<file path="config.mk">
export PLATFORM = sky130hd
export DESIGN_NAME = selective_repeat_sender_unit
export DESIGN_NICKNAME = d
export VERILOG_FILES = /design/src/srs_pkg.sv /design/src/srs_ram.sv /design/src/selective_repeat_sender_unit.sv
export SDC_FILE = /design/constraint.sdc
export NUM_CORES = 2
export LEC_CHECK = 0
export BUFFER_PORTS_ARGS = -buffer_cell sky130_fd_sc_hd__buf_2
export CAP_MARGIN = 20
export CORE_MARGIN = 4
export CORE_UTILIZATION = 60
export CTS_CLUSTER_SIZE = 10
export DETAILED_ROUTE_END_ITERATION = 10
export GPL_ROUTABILITY_DRIVEN = 0
export GPL_TIMING_DRIVEN = 0
export PLACE_DENSITY = 0.78
export SLEW_MARGIN = 20
export SYNTH_ARGS = -nofsm -noshare
export SYNTH_HDL_FRONTEND = slang
export SYNTH_HIERARCHICAL = 1
export SYNTH_SLANG_ARGS = --single-unit
</file>
<file path="constraint.sdc">
create_clock -name clk -period 19.1 [get_ports clk]
set_input_delay 3.82 -clock clk [delete_from_list [all_inputs] [get_ports clk]]
set_output_delay 3.82 -clock clk [all_outputs]
set_load 0.05 [all_outputs]
</file>
<file path="src/srs_pkg.sv">
// Shared codes, types and helpers of the selective-repeat sender.
`timescale 1ns / 1ps
package srs_pkg;

  typedef logic [1:0] kind_t;
  typedef logic [2:0] status_t;
  typedef logic [1:0] timer_t;

  localparam kind_t KIND_NEW   = 2'd0;
  localparam kind_t KIND_ACK   = 2'd1;
  localparam kind_t KIND_TIMER = 2'd2;
  localparam kind_t KIND_NONE  = 2'd3;

  localparam status_t ST_SENT      = 3'd0;
  localparam status_t ST_FULL      = 3'd1;
  localparam status_t ST_CORRUPT   = 3'd2;
  localparam status_t ST_OUT_WIN   = 3'd3;
  localparam status_t ST_DUPLICATE = 3'd4;
  localparam status_t ST_NEW_ACK   = 3'd5;
  localparam status_t ST_RESENT    = 3'd6;

  localparam timer_t TMR_NONE    = 2'd0;
  localparam timer_t TMR_START   = 2'd1;
  localparam timer_t TMR_STOP    = 2'd2;
  localparam timer_t TMR_RESTART = 2'd3;

  localparam logic       REG_WINDOW_LIMIT = 1'b0;
  localparam logic [3:0] WINDOW_RESET     = 4'd6;
  localparam logic [31:0] ACK_FIELD_NONE  = 32'hFFFF_FFFF;

  localparam int PAYLOAD_W = 160;
  localparam int GROUPS    = 5;
  localparam int IN_DATA_W  = 256;
  localparam int OUT_DATA_W = 200;

  // sum of the four unsigned bytes of one 32-bit word
  function automatic logic [9:0] group_sum(input logic [31:0] w);
    logic [8:0] a;
    logic [8:0] b;
    a = {1'b0, w[7:0]} + {1'b0, w[15:8]};
    b = {1'b0, w[23:16]} + {1'b0, w[31:24]};
    return {1'b0, a} + {1'b0, b};
  endfunction

endpackage

</file>
<file path="src/srs_ram.sv">
// Generic single-write, single-read synchronous RAM with registered read.
`timescale 1ns / 1ps
module srs_ram #(
  parameter int WIDTH = 8,
  parameter int DEPTH = 16
) (
  input  logic                                     clk,
  input  logic                                     we,
  input  logic [(DEPTH > 1 ? $clog2(DEPTH) : 1)-1:0] waddr,
  input  logic [WIDTH-1:0]                         wdata,
  input  logic [(DEPTH > 1 ? $clog2(DEPTH) : 1)-1:0] raddr,
  output logic [WIDTH-1:0]                         rdata
);

  logic [WIDTH-1:0] mem [DEPTH];

  always_ff @(posedge clk) begin
    if (we) begin
      mem[waddr] <= wdata;
    end
    rdata <= mem[raddr];
  end

endmodule

</file>
<file path="src/selective_repeat_sender_unit.sv">
// Top level of the selective-repeat ARQ sender: event sequencer around payload and ack RAMs.
//
//  channel  | role   | payload
//  ---------+--------+--------------------------------------------------------
//  s_axis   | input  | tuser: kind; tdata: payload, ACK seq/ack/check fields
//  m_axis   | output | tuser: status; tdata: packet, timer_action
//  apb      | config | window_limit at byte address 0
//
// One event at a time. New message: byte sum, then send or report full. Timer expiry:
// payload RAM read, then byte sum, then resend. ACK: byte sum, then checksum and
// window check, then an ack-flag RAM read finds a duplicate; else the flag is set and the
// base slides to the first unacknowledged entry, one ack-flag RAM read per step.
// Reset clears control state; the RAMs need no clearing pass.
// A result waiting in the output register stalls only the sequencer's final step.
`timescale 1ns / 1ps
module selective_repeat_sender_unit #(
  parameter int SEQ_SPACE = 16
) (
  input  logic         clk,
  input  logic         rst,
  input  logic         s_axis_tvalid,
  output logic         s_axis_tready,
  // [63:0] payload_lo, [127:64] payload_mid, [159:128] payload_hi,
  // [191:160] ack_seq_field, [223:192] ack_number, [255:224] ack_check_field
  input  logic [255:0] s_axis_tdata,
  // [1:0] kind
  input  logic [1:0]   s_axis_tuser,
  output logic         m_axis_tvalid,
  input  logic         m_axis_tready,
  // [0] send_valid, [4:1] send_seq, [36:5] send_check, [100:37] send_payload_lo,
  // [164:101] send_payload_mid, [196:165] send_payload_hi, [198:197] timer_action
  output logic [199:0] m_axis_tdata,
  // [2:0] status
  output logic [2:0]   m_axis_tuser,
  input  logic         psel,
  input  logic         penable,
  input  logic         pwrite,
  input  logic [2:0]   paddr,
  input  logic [31:0]  pwdata,
  output logic [31:0]  prdata,
  output logic         pready
);

  localparam int SW = (SEQ_SPACE > 1) ? $clog2(SEQ_SPACE) : 1;

  localparam logic [3:0] S_IDLE   = 4'd0;
  localparam logic [3:0] S_RD     = 4'd1;
  localparam logic [3:0] S_SUM    = 4'd2;
  localparam logic [3:0] S_NEW    = 4'd3;
  localparam logic [3:0] S_ACK    = 4'd4;
  localparam logic [3:0] S_ACK_RD = 4'd5;
  localparam logic [3:0] S_WALK   = 4'd6;
  localparam logic [3:0] S_WCHK   = 4'd7;
  localparam logic [3:0] S_ADONE  = 4'd8;
  localparam logic [3:0] S_RS     = 4'd9;

  function automatic logic [SW-1:0] mod_diff(input logic [SW-1:0] a, input logic [SW-1:0] b);
    if (a >= b) begin
      return a - b;
    end
    return SW'({1'b0, a} + (SW+1)'(SEQ_SPACE) - {1'b0, b});
  endfunction

  function automatic logic [SW-1:0] mod_inc(input logic [SW-1:0] a);
    if (a == SW'(SEQ_SPACE - 1)) begin
      return '0;
    end
    return a + SW'(1);
  endfunction

  logic [3:0]   state, state_next;
  logic [3:0]   window_limit;
  logic [SW-1:0] window_base, window_base_next;
  logic [SW-1:0] next_seq, next_seq_next;

  srs_pkg::kind_t kind;
  logic [srs_pkg::PAYLOAD_W-1:0] pay;
  logic [31:0]  ack_seq, ack_num, ack_chk;
  logic [9:0]   grp [srs_pkg::GROUPS];
  logic [12:0]  psum;

  logic         pay_we;
  logic [srs_pkg::PAYLOAD_W-1:0] pay_rdata;
  logic         flag_we, flag_wdata, flag_rdata;
  logic [SW-1:0] flag_waddr, flag_raddr;

  logic         out_free, res_load;
  logic [srs_pkg::OUT_DATA_W-1:0] res_data;
  srs_pkg::status_t res_status;

  logic [SW-1:0] outstanding, lim_eff, ack_idx;
  logic [31:0]  ack_calc;
  logic         cfg_wr;

  srs_ram #(.WIDTH(srs_pkg::PAYLOAD_W), .DEPTH(SEQ_SPACE)) u_payload_ram (
    .clk   (clk),
    .we    (pay_we),
    .waddr (next_seq),
    .wdata (pay),
    .raddr (window_base),
    .rdata (pay_rdata)
  );

  srs_ram #(.WIDTH(1), .DEPTH(SEQ_SPACE)) u_acked_ram (
    .clk   (clk),
    .we    (flag_we),
    .waddr (flag_waddr),
    .wdata (flag_wdata),
    .raddr (flag_raddr),
    .rdata (flag_rdata)
  );

  assign s_axis_tready = (state == S_IDLE);
  assign out_free      = !m_axis_tvalid || m_axis_tready;
  assign pready        = 1'b1;
  assign cfg_wr        = psel && penable && pwrite && pready;
  assign prdata        = (paddr[2] == srs_pkg::REG_WINDOW_LIMIT) ? {28'd0, window_limit} : 32'd0;

  assign psum = 13'(grp[0]) + 13'(grp[1]) + 13'(grp[2]) + 13'(grp[3]) + 13'(grp[4]);
  assign outstanding = mod_diff(next_seq, window_base);
  assign ack_idx  = ack_num[SW-1:0];
  assign ack_calc = ack_seq + ack_num + 32'(psum);

  always_comb begin
    if (int'(window_limit) > SEQ_SPACE - 1) begin
      lim_eff = SW'(SEQ_SPACE - 1);
    end else begin
      lim_eff = SW'(window_limit);
    end
  end

  always_comb begin
    state_next       = state;
    window_base_next = window_base;
    next_seq_next    = next_seq;
    pay_we           = 1'b0;
    flag_we          = 1'b0;
    flag_waddr       = next_seq;
    flag_wdata       = 1'b0;
    flag_raddr       = (state == S_ACK) ? ack_idx : window_base;
    res_load         = 1'b0;
    res_data         = '0;
    res_status       = srs_pkg::ST_SENT;
    case (state)
      S_IDLE: begin
        if (s_axis_tvalid) begin
          case (s_axis_tuser)
            srs_pkg::KIND_NEW, srs_pkg::KIND_ACK: state_next = S_SUM;
            srs_pkg::KIND_TIMER:                  state_next = S_RD;
            default:                              state_next = S_IDLE;
          endcase
        end
      end
      S_RD: state_next = S_SUM;
      S_SUM: begin
        case (kind)
          srs_pkg::KIND_NEW: state_next = S_NEW;
          srs_pkg::KIND_ACK: state_next = S_ACK;
          default:           state_next = S_RS;
        endcase
      end
      S_NEW: begin
        if (out_free) begin
          res_load   = 1'b1;
          state_next = S_IDLE;
          if (outstanding >= lim_eff) begin
            res_status = srs_pkg::ST_FULL;
          end else begin
            pay_we        = 1'b1;
            flag_we       = 1'b1;
            next_seq_next = mod_inc(next_seq);
            res_status    = srs_pkg::ST_SENT;
            res_data      = {1'b0,
                             (window_base == next_seq) ? srs_pkg::TMR_START : srs_pkg::TMR_NONE,
                             pay[159:128], pay[127:64], pay[63:0],
                             32'(next_seq) + srs_pkg::ACK_FIELD_NONE + 32'(psum),
                             4'(next_seq), 1'b1};
          end
        end
      end
      S_ACK: begin
        if (ack_calc != ack_chk) begin
          if (out_free) begin
            res_load   = 1'b1;
            res_status = srs_pkg::ST_CORRUPT;
            state_next = S_IDLE;
          end
        end else if (ack_num >= 32'(SEQ_SPACE) ||
                     mod_diff(ack_idx, window_base) >= outstanding) begin
          if (out_free) begin
            res_load   = 1'b1;
            res_status = srs_pkg::ST_OUT_WIN;
            state_next = S_IDLE;
          end
        end else begin
          state_next = S_ACK_RD;
        end
      end
      S_ACK_RD: begin
        if (flag_rdata) begin
          if (out_free) begin
            res_load   = 1'b1;
            res_status = srs_pkg::ST_DUPLICATE;
            state_next = S_IDLE;
          end
        end else begin
          flag_we    = 1'b1;
          flag_waddr = ack_idx;
          flag_wdata = 1'b1;
          state_next = S_WALK;
        end
      end
      S_WALK: begin
        if (window_base == next_seq) begin
          state_next = S_ADONE;
        end else begin
          state_next = S_WCHK;
        end
      end
      S_WCHK: begin
        if (flag_rdata) begin
          window_base_next = mod_inc(window_base);
          state_next       = S_WALK;
        end else begin
          state_next = S_ADONE;
        end
      end
      S_ADONE: begin
        if (out_free) begin
          res_load   = 1'b1;
          res_status = srs_pkg::ST_NEW_ACK;
          res_data[198:197] = (window_base == next_seq) ? srs_pkg::TMR_STOP
                                                        : srs_pkg::TMR_RESTART;
          state_next = S_IDLE;
        end
      end
      S_RS: begin
        if (out_free) begin
          res_load   = 1'b1;
          res_status = srs_pkg::ST_RESENT;
          res_data   = {1'b0, srs_pkg::TMR_RESTART,
                        pay[159:128], pay[127:64], pay[63:0],
                        32'(window_base) + srs_pkg::ACK_FIELD_NONE + 32'(psum),
                        4'(window_base), 1'b1};
          state_next = S_IDLE;
        end
      end
      default: state_next = S_IDLE;
    endcase
  end

  always_ff @(posedge clk) begin
    if (rst) begin
      state         <= S_IDLE;
      window_base   <= '0;
      next_seq      <= '0;
      window_limit  <= srs_pkg::WINDOW_RESET;
      m_axis_tvalid <= 1'b0;
    end else begin
      state       <= state_next;
      window_base <= window_base_next;
      next_seq    <= next_seq_next;
      if (cfg_wr && paddr[2] == srs_pkg::REG_WINDOW_LIMIT) begin
        window_limit <= pwdata[3:0];
      end
      if (m_axis_tvalid && m_axis_tready) begin
        m_axis_tvalid <= 1'b0;
      end
      if (res_load) begin
        m_axis_tvalid <= 1'b1;
      end
    end
  end

  always_ff @(posedge clk) begin
    if (s_axis_tvalid && s_axis_tready) begin
      kind    <= s_axis_tuser;
      pay     <= s_axis_tdata[159:0];
      ack_seq <= s_axis_tdata[191:160];
      ack_num <= s_axis_tdata[223:192];
      ack_chk <= s_axis_tdata[255:224];
    end else if (state == S_RD) begin
      pay <= pay_rdata;
    end
    if (state == S_SUM) begin
      for (int k = 0; k < srs_pkg::GROUPS; k++) begin
        grp[k] <= srs_pkg::group_sum(pay[32*k +: 32]);
      end
    end
    if (res_load) begin
      m_axis_tdata <= res_data;
      m_axis_tuser <= res_status;
    end
  end

endmodule
</file>
== Yosys cells after proc, flatten, opt, wreduce, memory -nomap -nowiden ==
Memory sizes are Yosys's and may differ from the RTL's. A register that Yosys moved wholly into a read port is not among the register bits.
Index checks and enable logic that the tools add are counted.
W data, S select, Z words.

* Eq/ne operators: 17
* Multiplexer cells: 76
* $lt $le $gt $ge: 5
* Reduce and logical (&&, ||, !) cells: 17
* Bitwise logic cells: 2
* Add/subtract/negate cells: 33

{| class="wikitable"
|+ Operators with widths
! operator !! count
|-
| $mux W198 || 2
|-
| $pmux W197 S2 || 1
|-
| $mux W160 || 2
|-
| $mux W199 || 1
|-
| $add A8 B8 Y9 || 10
|-
| $mux W4 || 21
|-
| $add A9 B9 Y10 || 5
|-
| $add A32 B13 Y32 || 1
|-
| $add A32 B32 Y32 || 1
|-
| $ge A32 B5 Y1 const B || 1
|-
| $mux W1 || 32
|-
| $ne A32 B32 Y1 || 1
|-
| $pmux W4 S8 || 1
|-
| $add A6 B14 Y15 || 2
|-
| $add A4 B1 Y4 const B || 4
|-
| $eq A4 B3 Y1 const B || 4
|-
| $eq A4 B4 Y1 const B || 4
|-
| $ge A4 B4 Y1 || 4
|-
| $sub A4 B4 Y4 || 4
|-
| $mux W3 || 5
|-
| $pmux W3 S5 || 1
|-
| $add A12 B10 Y13 || 1
|-
| $add A13 B10 Y13 || 1
|-
| $add A11 B10 Y12 || 1
|-
| 25 further kinds || 40
|}

* Register bits: 478
* Input bits: 300
* Output and inout bits: 238
* Memory bits (writable): 2626
* Memories: 3
* Word-level logic and storage cells: 165

{| class="wikitable"
|+ Memory list
! memory !! depth !! bits a word !! rd ports !! clocked after memory_dff !! wr ports !! line !! source
|-
| u_payload_ram.mem || 16 || 160 || 1 || 1 || 1 || srs_ram.sv:15 || <nowiki>logic [WIDTH-1:0] mem [DEPTH];</nowiki>
|-
| grp || 5 || 10 || 5 || 0 || 5 || selective_repeat_sender_unit.sv:79 || <nowiki>logic [9:0] grp [srs_pkg::GROUPS];</nowiki>
|-
| u_acked_ram.mem || 16 || 1 || 1 || 1 || 1 || srs_ram.sv:15 ||
|}

== Depth between registers and ports, before layout ==
An unclocked memory read counts as a cell.

* Depth after elaboration: 18
* Gate-level depth with buffers: 27
* Depth with buffers taken out: 26

== Cells and area by module ==
The synthesis kept the hierarchy.

{| class="wikitable"
|+ By module, submodules not included
! module !! seq. area each (um^2) !! area an instance (um^2) !! cells each !! times used
|-
| srs_ram (u_payload_ram) || 80076.8 || 99300.2 || 4191 || 1
|-
| selective_repeat_sender_unit || 15144.5 || 28185.8 || 2125 || 1
|-
| srs_ram (u_acked_ram) || 500.5 || 745.7 || 47 || 1
|}

== Least setup slack after synthesis ==
Ideal clock, no wire load.

* Path kind: input port to flip-flop
* From: input m_axis_tready
* To: memory u_payload_ram/mem[0][0] in the netlist's numbering, enable pin
* Library setup time: 875 ps
* Required time: 18225 ps
* Path slack: 2190 ps
* Buffers on the path: 2
* Stages: 7
* Arrival time: 16035 ps
* Cells stage by stage: nand2b_1 clkbuf_1 nand4_1 clkinv_1 buf_1 or3b_2 nor3_1

* Word-level cells in the longest chain between the ends: 5

{| class="wikitable"
|+ RTL lines
! item !! line !! source
|-
| from (decl) || selective_repeat_sender_unit.sv:29 || <nowiki>input logic m_axis_tready,</nowiki>
|-
| $logic_or A1 B1 Y1 || selective_repeat_sender_unit.sv:114 || <nowiki>assign out_free = !m_axis_tvalid || m_axis_tready;</nowiki>
|-
| $mux W1 || selective_repeat_sender_unit.sv:163 || <nowiki>if (out_free) begin</nowiki>
|-
| $mux W1 || selective_repeat_sender_unit.sv:144 || <nowiki>case (state)</nowiki>
|-
| net pay_we || selective_repeat_sender_unit.sv:82 || <nowiki>logic pay_we;</nowiki>
|-
| $mux W1 || srs_ram.sv:18 || <nowiki>if (we) begin</nowiki>
|-
| $mux W1 (implied by the code) || srs_ram.sv:19 || <nowiki>mem[waddr] <= wdata;</nowiki>
|-
| to (decl) || srs_ram.sv:15 ||
|}

The timed path passes the listed nets, and every way through them passes these cells.

==> flow_metrics.tcl <==
set metrics [dict create \
    sw_frac_of_total_pct 36.1 \
    rsz0062_at_grt "false" \
    finalMaxSlewViolations 0 \
    vias 71559 \
    ys_ff_latch 3247 \
    cts_sinks 3247 \
    synthDistinctLibCells 77 \
    power_frac_clock_pct 27.7 \
    areaGrowthSynthToFinish_pct 16.5 \
    setup_tns_ns 0 \
    antenna_found_initial 34 \
    clock_path_buffers 4 \
    critPathKind "reg -> reg" \
    cp-start-kind "flop" \
    cp-end-kind "flop" \
    slew_headroom_pct 12.1 \
    drtPass1Iterations 10 \
    multi_input_area_um2 30500 \
    grt_pass1_vias 71984 \
    cp_slowest_cell "nor4_1" \
    coreArea_um2 212000 \
    rows 169 \
    grt_first_pass_wirelength_um 515000 \
    hp-class "reg -> reg" \
    drt_iter0_drc 10789 \
    wire_per_inst_um 33.7 \
    root_buffer "clkbuf_16" \
    fin_crit_sh_pct 52.5 \
    seqPwrFrac_pct 36.5 \
    synth-seq-area-share_pct 74.6 \
    drive_gt1_share_pct 28.6 \
    setup_violations 0 \
    holdBufCountCts 0 \
    dp.cells 9950 \
    cp.arrival_ns 10.72 \
    crit_family "compound AO/OA/AOI/OAI gates" \
    switching_power_mw 8.34 \
    instances_no_fill 10635 \
    power.total_mw 23.1 \
    drv_cap 0 \
    synth_edf_count 3069 \
    synth_area_um2 128000 \
    wl_um 358000 \
    crit_fanout 26 \
    cp_common_cell "a21oi_1" \
    period_minus_slack_ns 10.03 \
    slowest_delay_ns 0.76 \
    crit_buf_inv 6 \
    syn_area_per_cell_um2 20.2 \
    fp.dieH_um 470 \
    overflow 0 \
    path_clk_slew_ns 0.05 \
    layout.nets 8086 \
    insertion_delay_ns 1.00 \
    ios 538 \
    final_common_cell "edfxtp_1" \
    cts_resized 0 \
    yosysWarnings 6 \
    cts_buffers 379 \
    hold_viol 0 \
    cts_tree "built" \
    ir_worst_vdd_v 0.000572 \
    die_w_um 470 \
    drc 0 \
    status "finished, final reports clean" \
    skew_ns 0.0857 \
    synthCells 6363 \
    antenna_left 0 \
    via_per_inst 6.73 \
    p_leak_nw 49.8 \
    async_flop_share_pct 0 \
    portBuffers 477 \
    mostFrequentLayoutCells "edfxtp_1, mux4_2, buf_2" \
    dieArea_um2 221000 \
    synth_flop_cell "edfxtp_1" \
    fillCellCount 12158 \
    setup_ws_ns 9.07 \
    h-tree-depth 5 \
    post-place-ws_ns 9.43 \
    crit_required_ns 19.79 \
    dp.final_hpwl_um 234000 \
    cts_setup_buffers 0 \
    timing.fmax_mhz 99.7 \
    power_density_nw_per_um2 155 \
    grt_usage_pct 32.4 \
    combPwrFrac_pct 35.8 \
    worst_slew_pin_slew_ns 1.32 \
    grt_max_degree 51 \
    seq_area_um2 95700 \
    start_util_pct 60.4 \
    internal_power_mw 14.8 \
]
[sequential cells by signal, indices dropped and copies added (netlist names)]
register / flops
m_axis_tvalid: 1
kind: 2
pay: 160
m_axis_tuser: 3
next_seq: 4
lim_eff: 4
window_base: 4
ack_seq: 32
ack_chk: 32
m_axis_tdata: 182
u_payload_ram/rdata: 160
u_payload_ram/mem: 2560
u_acked_ram/mem: 16
state: 4
u_acked_ram/rdata: 1
ack_num: 32
grp: 50
[layout make-up]
| type | instances | area share, % |
|---|---|---|
| Antenna cell | 37 | 0.0620 |
| Buffer | 333 | 1.14 |
| Clock buffer | 633 | 7.06 |
| Clock inverter | 14 | 0.0829 |
| Inverter | 156 | 0.393 |
| Multi-Input combinational cell | 2655 | 20.4 |
| Sequential cell | 3247 | 64.1 |
| Tap cell | 2821 | 2.36 |
| Timing Repair Buffer | 739 | 4.42 |
[routing by layer]
layer	vias up	part of all wire [%]	GRT usage, %
met2	5922	47	49.7
li1	28021	-	-
met3	1044	13	8.53
met5	-	0.018	0
met4	8	5.6	15.5
met1	36564	35	44.0
[Yosys cell counts, drive strengths merged, types with 12 or more instances]
cell type     n  area share [%]
o22a         12           0.082
nand3        30            0.12
o21bai       22            0.13
a21oi       111            0.44
edfxtp     3069              72
nand2b       35            0.17
nor3         27            0.11
a21o         39            0.23
ha          148             1.4
o21ai        82            0.33
inv         154            0.45
nor2b        48            0.23
mux2        242             2.1
a22oi       273             1.6
mux4        599              11
nand2       199            0.58
dfxtp       178             2.8
buf         204            0.94
xor2         29            0.20
fa          127             2.0
a221oi       22            0.15
mux2i        46            0.36
nand4        19           0.093
xnor2        70            0.48
and2        171            0.84
clkbuf      129            0.38
nor2        106            0.31
nor4         12           0.059
o221ai       30            0.21
[power groups by stage]
stage	clock network [mW]	logic (mW)	registers (mW)
6_report	6.40	8.28	8.44
3_5_place_dp	0	7.82	8.58
3_3_place_gp	0	7.51	8.61
5_1_grt	6.78	8.83	8.46
4_1_cts	6.45	7.92	8.44
2_1_floorplan	0	5.60	8.52
[cell families (layout without fill, tap and decap cells)]
kind of cell / after synthesis / after routing / synth area share [%]
adder cells (fa/ha/maj): 275 / 275 / 3.43
AO/OA/AOI/OAI: 679 / 679 / 3.72
XOR/XNOR: 99 / 99 / 0.676
buffers and inverters: 489 / 1875 / 1.77
multiplexers: 887 / 887 / 13.0
other: 2 / 67 / 0.00586
AND/OR/NAND/NOR: 685 / 685 / 2.73
flip-flops: 3247 / 3247 / 74.6
[per-stage QoR]
step	hold WS (ns)	util [%]	area (um^2)
5_1_grt	0.509	70.3	149000
4_1_cts	0.487	70.3	149000
6_report	0.486	70.4	149000
3_3_place_gp	0.445	63.2	134000
2_1_floorplan	0.435	-	128000
3_5_place_dp	0.475	65.3	139000
[final timing paths]
kind	end	cells past startpoint	from	slack, ns
setup reg to reg	m_axis_tdata[105]	31	grp[0][1]	9.07
hold / removal	lim_eff[1]	1	lim_eff[1]	0.49
hold reg to reg	lim_eff[1]	1	lim_eff[1]	0.49
setup / recovery	m_axis_tdata[105]	31	grp[0][1]	9.07
[worst reg2reg max path, delay by kind of cell, from the launching register on]
| kind | cells | cell delay (ns) |
|---|---|---|
| xor+xnor | 1 | 0.66 |
| buf+inv | 6 | 1.10 |
| fa+ha+maj | 7 | 3.08 |
| compound gates | 15 | 3.64 |
| simple gates | 2 | 0.85 |
| flops | 1 | 0.40 |
No activity file was read; power rests on OpenSTA's default activity.
